===== config.mk =====
export PLATFORM = sky130hd
export DESIGN_NAME = diff_drive_waypoint_to_steps
export DESIGN_NICKNAME = d
export VERILOG_FILES = /design/src/hw/rtl/ddw_pkg.sv /design/src/hw/rtl/ddw_fifo.sv /design/src/hw/rtl/ddw_front.sv /design/src/hw/rtl/ddw_back.sv /design/src/hw/rtl/diff_drive_waypoint_to_steps.sv
export SDC_FILE = /design/constraint.sdc
export NUM_CORES = 2
export LEC_CHECK = 0
export BUFFER_PORTS_ARGS = -buffer_cell sky130_fd_sc_hd__buf_2
export CORE_ASPECT_RATIO = 0.8
export CORE_MARGIN = 8
export CORE_UTILIZATION = 55
export CTS_CLUSTER_SIZE = 20
export DETAILED_ROUTE_END_ITERATION = 10
export HOLD_SLACK_MARGIN = 0.15
export PLACE_DENSITY = 0.78
export SYNTH_ARGS = -nofsm -noshare
export SYNTH_HDL_FRONTEND = slang
export SYNTH_SLANG_ARGS = --single-unit
export TNS_END_PERCENT = 10

===== constraint.sdc =====
create_clock -name clk -period 7.4 [get_ports clk]
set_input_delay 1.11 -clock clk [delete_from_list [all_inputs] [get_ports clk]]
set_output_delay 1.11 -clock clk [all_outputs]
set_load 0.01 [all_outputs]

===== src/hw/rtl/ddw_pkg.sv =====
`default_nettype none
package ddw_pkg;

  localparam int COORD_BITS_DEF = 16;
  localparam int ANGLE_BITS_DEF = 18;
  localparam int CNT_W          = 22;
  localparam int RATE_W         = 16;
  localparam logic [RATE_W-1:0] RATE_RESET = 16'd500;

  localparam int CORDIC_ITERS = 24;
  localparam int SQRT_STEPS   = 32;

  // 640/(7*pi) in Q24
  localparam logic [28:0] MOVE_K     = 29'd488260911;
  // microsteps per full turn of heading, times two
  localparam logic [17:0] ROT_SCALE  = 18'd256000;
  // ceil(2^20 / 7)
  localparam logic [17:0] DIV7_RECIP = 18'd149797;
  localparam int          DIV7_SHIFT = 20;

  localparam logic MK_ROTATE = 1'b0;
  localparam logic MK_MOVE   = 1'b1;

  typedef struct packed {
    logic             motion_kind;
    logic             direction;
    logic [CNT_W-1:0] step_count;
    logic             last;
  } cmd_t;

  // atan(2^-i) in turns * 2^32
  function automatic logic [31:0] atan_turn(input logic [4:0] i);
    logic [31:0] a;
    case (i)
      5'd0:    a = 32'h20000000;
      5'd1:    a = 32'h12E4051E;
      5'd2:    a = 32'h09FB385B;
      5'd3:    a = 32'h051111D4;
      5'd4:    a = 32'h028B0D43;
      5'd5:    a = 32'h0145D7E1;
      5'd6:    a = 32'h00A2F61E;
      5'd7:    a = 32'h00517C55;
      5'd8:    a = 32'h0028BE53;
      5'd9:    a = 32'h00145F2F;
      5'd10:   a = 32'h000A2F98;
      5'd11:   a = 32'h000517CC;
      5'd12:   a = 32'h00028BE6;
      5'd13:   a = 32'h000145F3;
      5'd14:   a = 32'h0000A2FA;
      5'd15:   a = 32'h0000517D;
      5'd16:   a = 32'h000028BE;
      5'd17:   a = 32'h0000145F;
      5'd18:   a = 32'h00000A30;
      5'd19:   a = 32'h00000518;
      5'd20:   a = 32'h0000028C;
      5'd21:   a = 32'h00000146;
      5'd22:   a = 32'h000000A3;
      5'd23:   a = 32'h00000051;
      default: a = 32'h00000000;
    endcase
    return a;
  endfunction

endpackage
`default_nettype wire


===== src/hw/rtl/ddw_fifo.sv =====
`default_nettype none
module ddw_fifo #(
  parameter int WIDTH = 8,
  parameter int DEPTH = 2
) (
  input  logic             clk,
  input  logic             rst,
  input  logic             push,
  input  logic [WIDTH-1:0] din,
  output logic             full,
  input  logic             pop,
  output logic [WIDTH-1:0] dout,
  output logic             empty
);
  localparam int PW = (DEPTH > 1) ? $clog2(DEPTH) : 1;
  localparam int CW = $clog2(DEPTH + 1);

  logic [WIDTH-1:0] mem [DEPTH];
  logic [PW-1:0]    wr_ptr;
  logic [PW-1:0]    rd_ptr;
  logic [CW-1:0]    count;
  logic             do_push;
  logic             do_pop;

  assign full    = (count == CW'(DEPTH));
  assign empty   = (count == '0);
  assign do_push = push && !full;
  assign do_pop  = pop && !empty;
  assign dout    = mem[rd_ptr];

  // store an entry on each accepted transaction
  always_ff @(posedge clk) begin
    if (do_push) begin
      mem[wr_ptr] <= din;
    end
  end

  // advance pointers and occupancy
  always_ff @(posedge clk) begin
    if (rst) begin
      wr_ptr <= '0;
      rd_ptr <= '0;
      count  <= '0;
    end else begin
      if (do_push) begin
        wr_ptr <= (wr_ptr == PW'(DEPTH - 1)) ? '0 : wr_ptr + 1'b1;
      end
      if (do_pop) begin
        rd_ptr <= (rd_ptr == PW'(DEPTH - 1)) ? '0 : rd_ptr + 1'b1;
      end
      if (do_push && !do_pop) begin
        count <= count + 1'b1;
      end else if (do_pop && !do_push) begin
        count <= count - 1'b1;
      end
    end
  end
endmodule
`default_nettype wire


===== src/hw/rtl/ddw_front.sv =====
`default_nettype none
module ddw_front #(
  parameter int COORD_BITS = ddw_pkg::COORD_BITS_DEF
) (
  input  logic                          clk,
  input  logic                          rst,
  input  logic                          push,
  input  logic                          mq_full,
  input  logic signed [COORD_BITS-1:0]  target_x,
  input  logic signed [COORD_BITS-1:0]  target_y,
  output logic                          mq_push,
  output logic [2*(COORD_BITS+1)-1:0]   mq_data
);
  import ddw_pkg::*;

  localparam int DW = COORD_BITS + 1;

  logic                         have_position;
  logic signed [COORD_BITS-1:0] pos_x;
  logic signed [COORD_BITS-1:0] pos_y;
  logic signed [DW-1:0]         dx;
  logic signed [DW-1:0]         dy;
  logic                         accept;

  assign accept = push && !mq_full;
  assign dx = {target_x[COORD_BITS-1], target_x} - {pos_x[COORD_BITS-1], pos_x};
  assign dy = {target_y[COORD_BITS-1], target_y} - {pos_y[COORD_BITS-1], pos_y};

  // drop the first waypoint and any waypoint equal to the position
  assign mq_push = accept && have_position && ((dx != '0) || (dy != '0));
  assign mq_data = {dx, dy};

  // hold the last target as the position
  always_ff @(posedge clk) begin
    if (rst) begin
      have_position <= 1'b0;
      pos_x         <= '0;
      pos_y         <= '0;
    end else if (accept) begin
      have_position <= 1'b1;
      pos_x         <= target_x;
      pos_y         <= target_y;
    end
  end
endmodule
`default_nettype wire


===== src/hw/rtl/ddw_back.sv =====
`default_nettype none
module ddw_back #(
  parameter int COORD_BITS = ddw_pkg::COORD_BITS_DEF,
  parameter int ANGLE_BITS = ddw_pkg::ANGLE_BITS_DEF
) (
  input  logic                        clk,
  input  logic                        rst,
  input  logic                        mq_empty,
  input  logic [2*(COORD_BITS+1)-1:0] mq_data,
  output logic                        mq_pop,
  input  logic                        oq_full,
  output logic                        oq_push,
  output ddw_pkg::cmd_t               oq_data
);
  import ddw_pkg::*;

  localparam int DW   = COORD_BITS + 1;
  localparam int XW   = COORD_BITS + 33;
  localparam int SQW  = 2 * COORD_BITS + 1;
  localparam int FRAC = 31 - COORD_BITS;
  localparam int MSH  = 55 - COORD_BITS;
  localparam int PW   = ANGLE_BITS + 18;

  typedef enum logic [7:0] {
    S_IDLE = 8'b0000_0001,
    S_PREP = 8'b0000_0010,
    S_SQ   = 8'b0000_0100,
    S_RUN  = 8'b0000_1000,
    S_ANG  = 8'b0001_0000,
    S_DIV  = 8'b0010_0000,
    S_EROT = 8'b0100_0000,
    S_EMOV = 8'b1000_0000
  } state_t;

  state_t                 state;
  state_t                 state_next;
  logic signed [DW-1:0]   dx;
  logic signed [DW-1:0]   dy;
  logic signed [XW-1:0]   cx;
  logic signed [XW-1:0]   cy;
  logic [31:0]            cz;
  logic signed [2*DW-1:0] sqx;
  logic signed [2*DW-1:0] sqy;
  logic [63:0]            v;
  logic [63:0]            r;
  logic [63:0]            bitm;
  logic [4:0]             cnt;
  logic [ANGLE_BITS-1:0]  heading;
  logic [ANGLE_BITS-1:0]  tgt;
  logic                   dir;
  logic [PW-1:0]          prod1;
  logic [60:0]            prodm;
  logic [33:0]            prodq;
  logic [CNT_W-1:0]       mov;

  logic signed [XW-1:0]   x0;
  logic signed [XW-1:0]   y0;
  logic signed [XW-1:0]   xs;
  logic signed [XW-1:0]   ys;
  logic [SQW-1:0]         sqsum;
  logic [63:0]            trial;
  logic [31:0]            zr;
  logic [ANGLE_BITS-1:0]  tgt_c;
  logic [ANGLE_BITS-1:0]  d;
  logic [ANGLE_BITS-1:0]  mag;
  logic                   dir_c;
  logic [PW-1:0]          num;
  logic [15:0]            t;
  logic [61:0]            msum;
  logic [61:0]            shv;
  logic [CNT_W-1:0]       mov_c;
  logic [13:0]            rot;

  // scale deltas into the CORDIC word
  assign x0 = {{(XW-DW-30){dx[DW-1]}}, dx, 30'b0};
  assign y0 = {{(XW-DW-30){dy[DW-1]}}, dy, 30'b0};
  assign xs = cx >>> cnt;
  assign ys = cy >>> cnt;

  assign sqsum = sqx[SQW-1:0] + sqy[SQW-1:0];
  assign trial = r + bitm;

  // round angle, wrap heading change into (-half, +half]
  assign zr    = cz + (32'd1 << (31 - ANGLE_BITS));
  assign tgt_c = zr[31 -: ANGLE_BITS];
  assign d     = tgt_c - heading;
  always_comb begin
    if (d > (ANGLE_BITS'(1) << (ANGLE_BITS - 1))) begin
      mag   = '0 - d;
      dir_c = 1'b0;
    end else begin
      mag   = d;
      dir_c = 1'b1;
    end
  end

  // divide by 14 * 2^A: shift, then reciprocal of seven
  assign num = prod1 + (PW'(7) << ANGLE_BITS);
  assign t   = num[ANGLE_BITS+16:ANGLE_BITS+1];
  assign rot = prodq[DIV7_SHIFT+13:DIV7_SHIFT];

  // round and saturate the move count
  assign msum = {1'b0, prodm} + (62'd1 << (FRAC + 23));
  assign shv  = msum >> MSH;
  assign mov_c = (|shv[61:CNT_W]) ? {CNT_W{1'b1}} : shv[CNT_W-1:0];

  // sequencer
  always_comb begin
    state_next = state;
    mq_pop     = 1'b0;
    oq_push    = 1'b0;
    oq_data    = '0;
    case (state)
      S_IDLE: begin
        if (!mq_empty) begin
          mq_pop     = 1'b1;
          state_next = S_PREP;
        end
      end
      S_PREP: state_next = S_SQ;
      S_SQ:   state_next = S_RUN;
      S_RUN: begin
        if (cnt == 5'(SQRT_STEPS - 1)) begin
          state_next = S_ANG;
        end
      end
      S_ANG: state_next = S_DIV;
      S_DIV: state_next = S_EROT;
      S_EROT: begin
        oq_data.motion_kind = MK_ROTATE;
        oq_data.direction   = dir;
        oq_data.step_count  = CNT_W'(rot);
        oq_data.last        = (mov == '0);
        if (rot == '0) begin
          state_next = S_EMOV;
        end else if (!oq_full) begin
          oq_push    = 1'b1;
          state_next = (mov == '0) ? S_IDLE : S_EMOV;
        end
      end
      S_EMOV: begin
        oq_data.motion_kind = MK_MOVE;
        oq_data.direction   = 1'b1;
        oq_data.step_count  = mov;
        oq_data.last        = 1'b1;
        if (mov == '0) begin
          state_next = S_IDLE;
        end else if (!oq_full) begin
          oq_push    = 1'b1;
          state_next = S_IDLE;
        end
      end
      default: state_next = S_IDLE;
    endcase
  end

  always_ff @(posedge clk) begin
    if (rst) begin
      state   <= S_IDLE;
      heading <= '0;
      cnt     <= '0;
    end else begin
      state <= state_next;
      if (state == S_SQ) begin
        cnt <= '0;
      end else if (state == S_RUN) begin
        cnt <= cnt + 1'b1;
      end
      if (state == S_DIV) begin
        heading <= tgt;
      end
    end
  end

  // datapath
  always_ff @(posedge clk) begin
    case (state)
      S_IDLE: begin
        dx <= mq_data[2*DW-1:DW];
        dy <= mq_data[DW-1:0];
      end
      S_PREP: begin
        sqx <= dx * dx;
        sqy <= dy * dy;
        if (dx < 0) begin
          cx <= -x0;
          cy <= -y0;
          cz <= 32'h80000000;
        end else begin
          cx <= x0;
          cy <= y0;
          cz <= '0;
        end
      end
      S_SQ: begin
        v    <= {1'b0, sqsum, {(2*FRAC){1'b0}}};
        r    <= '0;
        bitm <= 64'h4000_0000_0000_0000;
      end
      S_RUN: begin
        // one root digit per cycle, plus one CORDIC iteration while cnt is below CORDIC_ITERS
        if (cnt < 5'(CORDIC_ITERS)) begin
          if (cy >= 0) begin
            cx <= cx + ys;
            cy <= cy - xs;
            cz <= cz + atan_turn(cnt);
          end else begin
            cx <= cx - ys;
            cy <= cy + xs;
            cz <= cz - atan_turn(cnt);
          end
        end
        if (v >= trial) begin
          v <= v - trial;
          r <= (r >> 1) + bitm;
        end else begin
          r <= r >> 1;
        end
        bitm <= bitm >> 2;
      end
      S_ANG: begin
        tgt   <= tgt_c;
        dir   <= dir_c;
        prod1 <= PW'(mag) * PW'(ROT_SCALE);
        prodm <= 61'(r[31:0]) * 61'(MOVE_K);
      end
      S_DIV: begin
        prodq <= 34'(t) * 34'(DIV7_RECIP);
        mov   <= mov_c;
      end
      default: begin
      end
    endcase
  end
endmodule
`default_nettype wire


===== src/hw/rtl/diff_drive_waypoint_to_steps.sv =====
// An accepted waypoint passes the front into the waypoint queue, then the back states IDLE, PREP,
// SQ, RUN, ANG, DIV and EROT, which pushes its rotate command if any; EMOV pushes its move command.
// The back sequencer takes one waypoint at a time, its pace set by the 32-step root digit loop that
// runs alongside the 24-iteration CORDIC pass; commands drain 1 per cycle while pop is held and some are queued.
// Waypoints that give no command are dropped at the front and never enter the waypoint queue.
// Reset (rst, synchronous, active high) clears position, heading, queues and sets rate to 500.
`default_nettype none
module diff_drive_waypoint_to_steps #(
  parameter int COORD_BITS = ddw_pkg::COORD_BITS_DEF,
  parameter int ANGLE_BITS = ddw_pkg::ANGLE_BITS_DEF
) (
  input  logic                              clk,
  input  logic                              rst,
  input  logic                              push,
  output logic                              full,
  input  logic signed [COORD_BITS-1:0]      target_x,
  input  logic signed [COORD_BITS-1:0]      target_y,
  output logic                              empty,
  input  logic                              pop,
  output logic                              motion_kind,
  output logic                              direction,
  output logic [ddw_pkg::CNT_W-1:0]         step_count,
  output logic [ddw_pkg::RATE_W-1:0]        rate_hz,
  output logic                              last,
  input  logic                              cfg_valid,
  output logic                              cfg_ready,
  input  logic [ddw_pkg::RATE_W-1:0]        cfg_data
);
  import ddw_pkg::*;

  localparam int MQW = 2 * (COORD_BITS + 1);

  logic             mq_push;
  logic [MQW-1:0]   mq_din;
  logic             mq_full;
  logic             mq_pop;
  logic [MQW-1:0]   mq_dout;
  logic             mq_empty;
  logic             oq_push;
  cmd_t             oq_din;
  logic             oq_full;
  cmd_t             oq_dout;
  logic [RATE_W-1:0] step_rate_hz;

  // hold the step rate register
  assign cfg_ready = 1'b1;
  always_ff @(posedge clk) begin
    if (rst) begin
      step_rate_hz <= RATE_RESET;
    end else if (cfg_valid) begin
      step_rate_hz <= cfg_data;
    end
  end

  assign full = mq_full;

  ddw_front #(.COORD_BITS(COORD_BITS)) u_front (
    .clk      (clk),
    .rst      (rst),
    .push     (push),
    .mq_full  (mq_full),
    .target_x (target_x),
    .target_y (target_y),
    .mq_push  (mq_push),
    .mq_data  (mq_din)
  );

  ddw_fifo #(.WIDTH(MQW), .DEPTH(2)) u_mq (
    .clk   (clk),
    .rst   (rst),
    .push  (mq_push),
    .din   (mq_din),
    .full  (mq_full),
    .pop   (mq_pop),
    .dout  (mq_dout),
    .empty (mq_empty)
  );

  ddw_back #(.COORD_BITS(COORD_BITS), .ANGLE_BITS(ANGLE_BITS)) u_back (
    .clk      (clk),
    .rst      (rst),
    .mq_empty (mq_empty),
    .mq_data  (mq_dout),
    .mq_pop   (mq_pop),
    .oq_full  (oq_full),
    .oq_push  (oq_push),
    .oq_data  (oq_din)
  );

  ddw_fifo #(.WIDTH($bits(cmd_t)), .DEPTH(2)) u_oq (
    .clk   (clk),
    .rst   (rst),
    .push  (oq_push),
    .din   (oq_din),
    .full  (oq_full),
    .pop   (pop),
    .dout  (oq_dout),
    .empty (empty)
  );

  assign motion_kind = oq_dout.motion_kind;
  assign direction   = oq_dout.direction;
  assign step_count  = oq_dout.step_count;
  assign last        = oq_dout.last;
  assign rate_hz     = step_rate_hz;
endmodule
`default_nettype wire


==> results.py <==
metrics = {
    "placed_design": {
        "io_buffer_count": 95,
        "gp_congestion": 0.961,
        "hpwl_microns": 192000,
        "placed_cells": 12100,
    },
    "yosys": {
        "synth-seq-cells": 720,
        "synthTopCellsByCount": "inv_1, ha_1, fa_1, nand2_1, nor2_1",
        "synth-xor-area-share_pct": 6.66,
        "synth_top_family_by_area": "adder cells",
        "synth_area_per_cell_sq_um": 9.71,
        "yosysSeqAreaShare_pct": 21.9,
        "synth_top_area_share_pct": 20.8,
        "netlist_area_sq_um": 93200,
        "synthAdderAreaFrac_pct": 35.0,
        "synth_edf_count": 601,
        "synth_top_area_cell": "fa_1",
        "synth-compound-area-share_pct": 11.4,
        "syn_nets": 11700,
        "synthMostInstantiatedCell": "inv_1",
        "synth.distinct_cells": 104,
        "ys_warn_count": 0,
        "muxShareOfSynthArea_pct": 6.02,
        "synth-simple-area-share_pct": 11.9,
        "ys_top_cells_by_area": "fa_1, edfxtp_1, ha_1, inv_1, xnor2_1",
        "netlist_instances": 9600,
        "synth_ff_type": "edfxtp_1",
        "synth-async-reset-ratio_pct": 0,
    },
    "critical_path": {
        "crit_path_frequent_cell": "fa_1",
        "cp_max_fo": 4,
        "criticalPathCategory": "flop to flop",
        "worstPathRequired_ns": 7.87,
        "arrival_ns": 8.54,
        "cp-start-kind": "flop",
        "slowest_delay_ns": 0.55,
        "cp-end-kind": "flop",
        "cpMaxStageDelayCell": "or4_4",
    },
    "cts": {
        "cts_tree": "yes",
        "cts-root-buf": "clkbuf_16",
        "clk_latency_ns": 0.74,
        "clkSlewWorstSetupHoldPaths_ns": 0.06,
        "clock_sinks": 720,
        "cts_hold_buffers": 0,
        "cts-htree-levels": 3,
        "cts_made_buffers": 87,
        "cts_buffer_depth": 3,
    },
    "sta": {
        "final-setup-viol-count": 17,
        "max_freq_mhz": 124,
        "worst_slack_ns": -0.670,
        "finalHoldViolCount": 0,
        "tightest_slew_ns": 1.20,
        "max_slew_margin_pct": 20.0,
        "drv_slew": 0,
        "min_period_over_period_pct": 109,
        "rsz0062_at_grt": "true",
        "post-route-min-period_ns": 8.07,
        "final.setup_skew_ns": 0.0367,
    },
    "final_layout": {
        "syn_to_final_growth_pct": 10.3,
        "ff_latch_area_sq_um": 20400,
        "drive_gt1_share_pct": 11.8,
        "fill_cells": 13500,
        "stdcell_count": 12300,
        "fin_util_pct": 60.9,
        "nets": 12000,
        "multi_input_area_sq_um": 67200,
    },
    "floorplanning": {
        "start_util_pct": 55.2,
        "rows": 135,
        "design.core.area_sq_um": 169000,
        "pin_count": 97,
        "die_w_microns": 476,
        "die_y_microns": 384,
        "die_area_sq_um": 183000,
    },
    "drt": {
        "ant_nets": 0,
        "dr.pass1.iters": 7,
        "viasPerCell": 5.91,
        "finalWirelength_microns": 241000,
        "vias": 72700,
        "wl_per_cell_microns": 19.7,
        "drtIter0Drc": 6603,
        "drc": 0,
    },
    "global_route": {
        "grt-ovfl-total": 0,
        "first_global_vias": 73700,
        "grt_pass1_wl_microns": 388000,
        "grt_usage_pct": 25.8,
        "antenna_found_initial": 2,
        "grt_max_degree": 121,
    },
    "min_path": {
        "hp-class": "flop to flop",
    },
    "run_status": {
        "violations": "negative setup slack",
        "status": "finished, violations left",
    },
    "run": {
        "maxCapViolations": 0,
    },
}
==> cells by family (layout without fill, tap and decap cells) <==
family | count (synthesis) | after routing
compound gates | 1677 | 1677
buf+inv | 1695 | 2117
fa+ha+maj | 2028 | 2028
flops | 720 | 720
xor+xnor | 707 | 707
simple gates | 2383 | 2383
mux | 389 | 389
other cells | 1 | 3
==> repair_timing <==
item                                    4_1_cts  5_1_grt
endpoints found under the setup margin       33      188
pin swaps                                    62       63
gates resized for setup                      72      108
setup buffers                                21       20
==> cell usage in the layout, fill, tap and decap left out, types with 25 or more instances in the layout <==
| cell type | n |
|---|---|
| mux2i_1 | 141 |
| nor3_1 | 117 |
| and3_1 | 52 |
| buf_4 | 440 |
| nand2b_1 | 74 |
| buf_2 | 94 |
| a31oi_1 | 80 |
| clkinv_1 | 25 |
| dfxtp_1 | 114 |
| a21o_1 | 206 |
| o31ai_1 | 49 |
| o21ai_0 | 382 |
| xnor2_1 | 410 |
| nor2b_1 | 79 |
| o21bai_1 | 61 |
| o21a_1 | 71 |
| or2_2 | 26 |
| ha_1 | 1045 |
| o211ai_1 | 30 |
| nor4_1 | 25 |
| clkbuf_16 | 91 |
| nand4_1 | 76 |
| mux4_2 | 125 |
| xor2_1 | 276 |
| or3_1 | 51 |
| nand2_1 | 771 |
| edfxtp_1 | 601 |
| inv_1 | 1368 |
| a211oi_1 | 59 |
| nand3_1 | 108 |
| and2_1 | 170 |
| nor2_1 | 698 |
| fa_1 | 966 |
| mux2_2 | 118 |
| a21oi_1 | 433 |
==> critical path: cells and delay by family (launching register included) <==
family | cells | cell delay (ns)
DFF | 1 | 0.45
AOI/OAI and AO/OA | 10 | 1.65
adders and majority gates | 6 | 2.44
buffers and inverters | 4 | 0.46
and+or+nand+nor | 9 | 2.26
xor gates and xnor gates | 4 | 0.56
==> layout make-up <==
class / instances / share of cell area (%)
antenna: 2 / 0.00487
clock buffer: 105 / 2.27
clock inverter: 56 / 0.556
inverter: 1397 / 5.11
multi-input combinational: 7185 / 65.4
sequential: 720 / 19.9
tap: 2260 / 2.75
timing repair buffer: 559 / 4.06
==> flip-flops by register name, summed over array words and instances (netlist names), 14 cells and up, named ones only <==
name,count
u_front.pos_y,16
u_back.dy,17
u_oq.mem,50
u_back.prod1,17
u_back.cz,32
u_back.r,64
u_back.sqy,32
rate_hz,16
u_back.v,64
u_back.prodm,23
u_back.dx,17
u_back.cx,49
u_back.prodq,14
u_back.heading,18
u_back.mov,22
u_back.tgt,18
u_back.bitm,32
u_back.cy,49
u_back.sqx,32
u_mq.mem,68
u_front.pos_x,16
==> metal layers <==
metal	GRT usage (%)	part of all wire [%]	vias up
met4	6.30	2.8	4
li1	-	-	33400
met5	0	0.011	-
met2	41.5	46	2975
met3	4.74	8.4	481
met1	36.2	43	35800
==> stage by stage <==
| step | hold WS [ns] | cell area [sq um] | worst slack [ns] | TNS, ns |
|---|---|---|---|---|
| after global placement | 0.440 | 98700 | -0.941 | -10.33 |
| after CTS | 0.452 | 102000 | -0.607 | -3.60 |
| final | 0.451 | 103000 | -0.670 | -3.66 |
| after floorplan | 0.432 | 93300 | -0.289 | -13.81 |
| after global routing | 0.473 | 103000 | -0.998 | -11.72 |
| after detailed placement | 0.445 | 98700 | -1.00 | -11.52 |
==> worst paths after layout <==
check / from / to / slack, ns / cells past startpoint
worst max register to register: u_back.cz[13] / u_back.prod1[34] / -0.67 / 33
worst max-delay path: u_back.cz[13] / u_back.prod1[34] / -0.67 / 33
worst min-delay path: u_back.heading[2] / u_back.heading[2] / 0.45 / 2
worst min register to register: u_back.heading[2] / u_back.heading[2] / 0.45 / 2
Power is not shown: default switching activity piles up to over one toggle a cycle in this logic, so the estimate is an artifact.
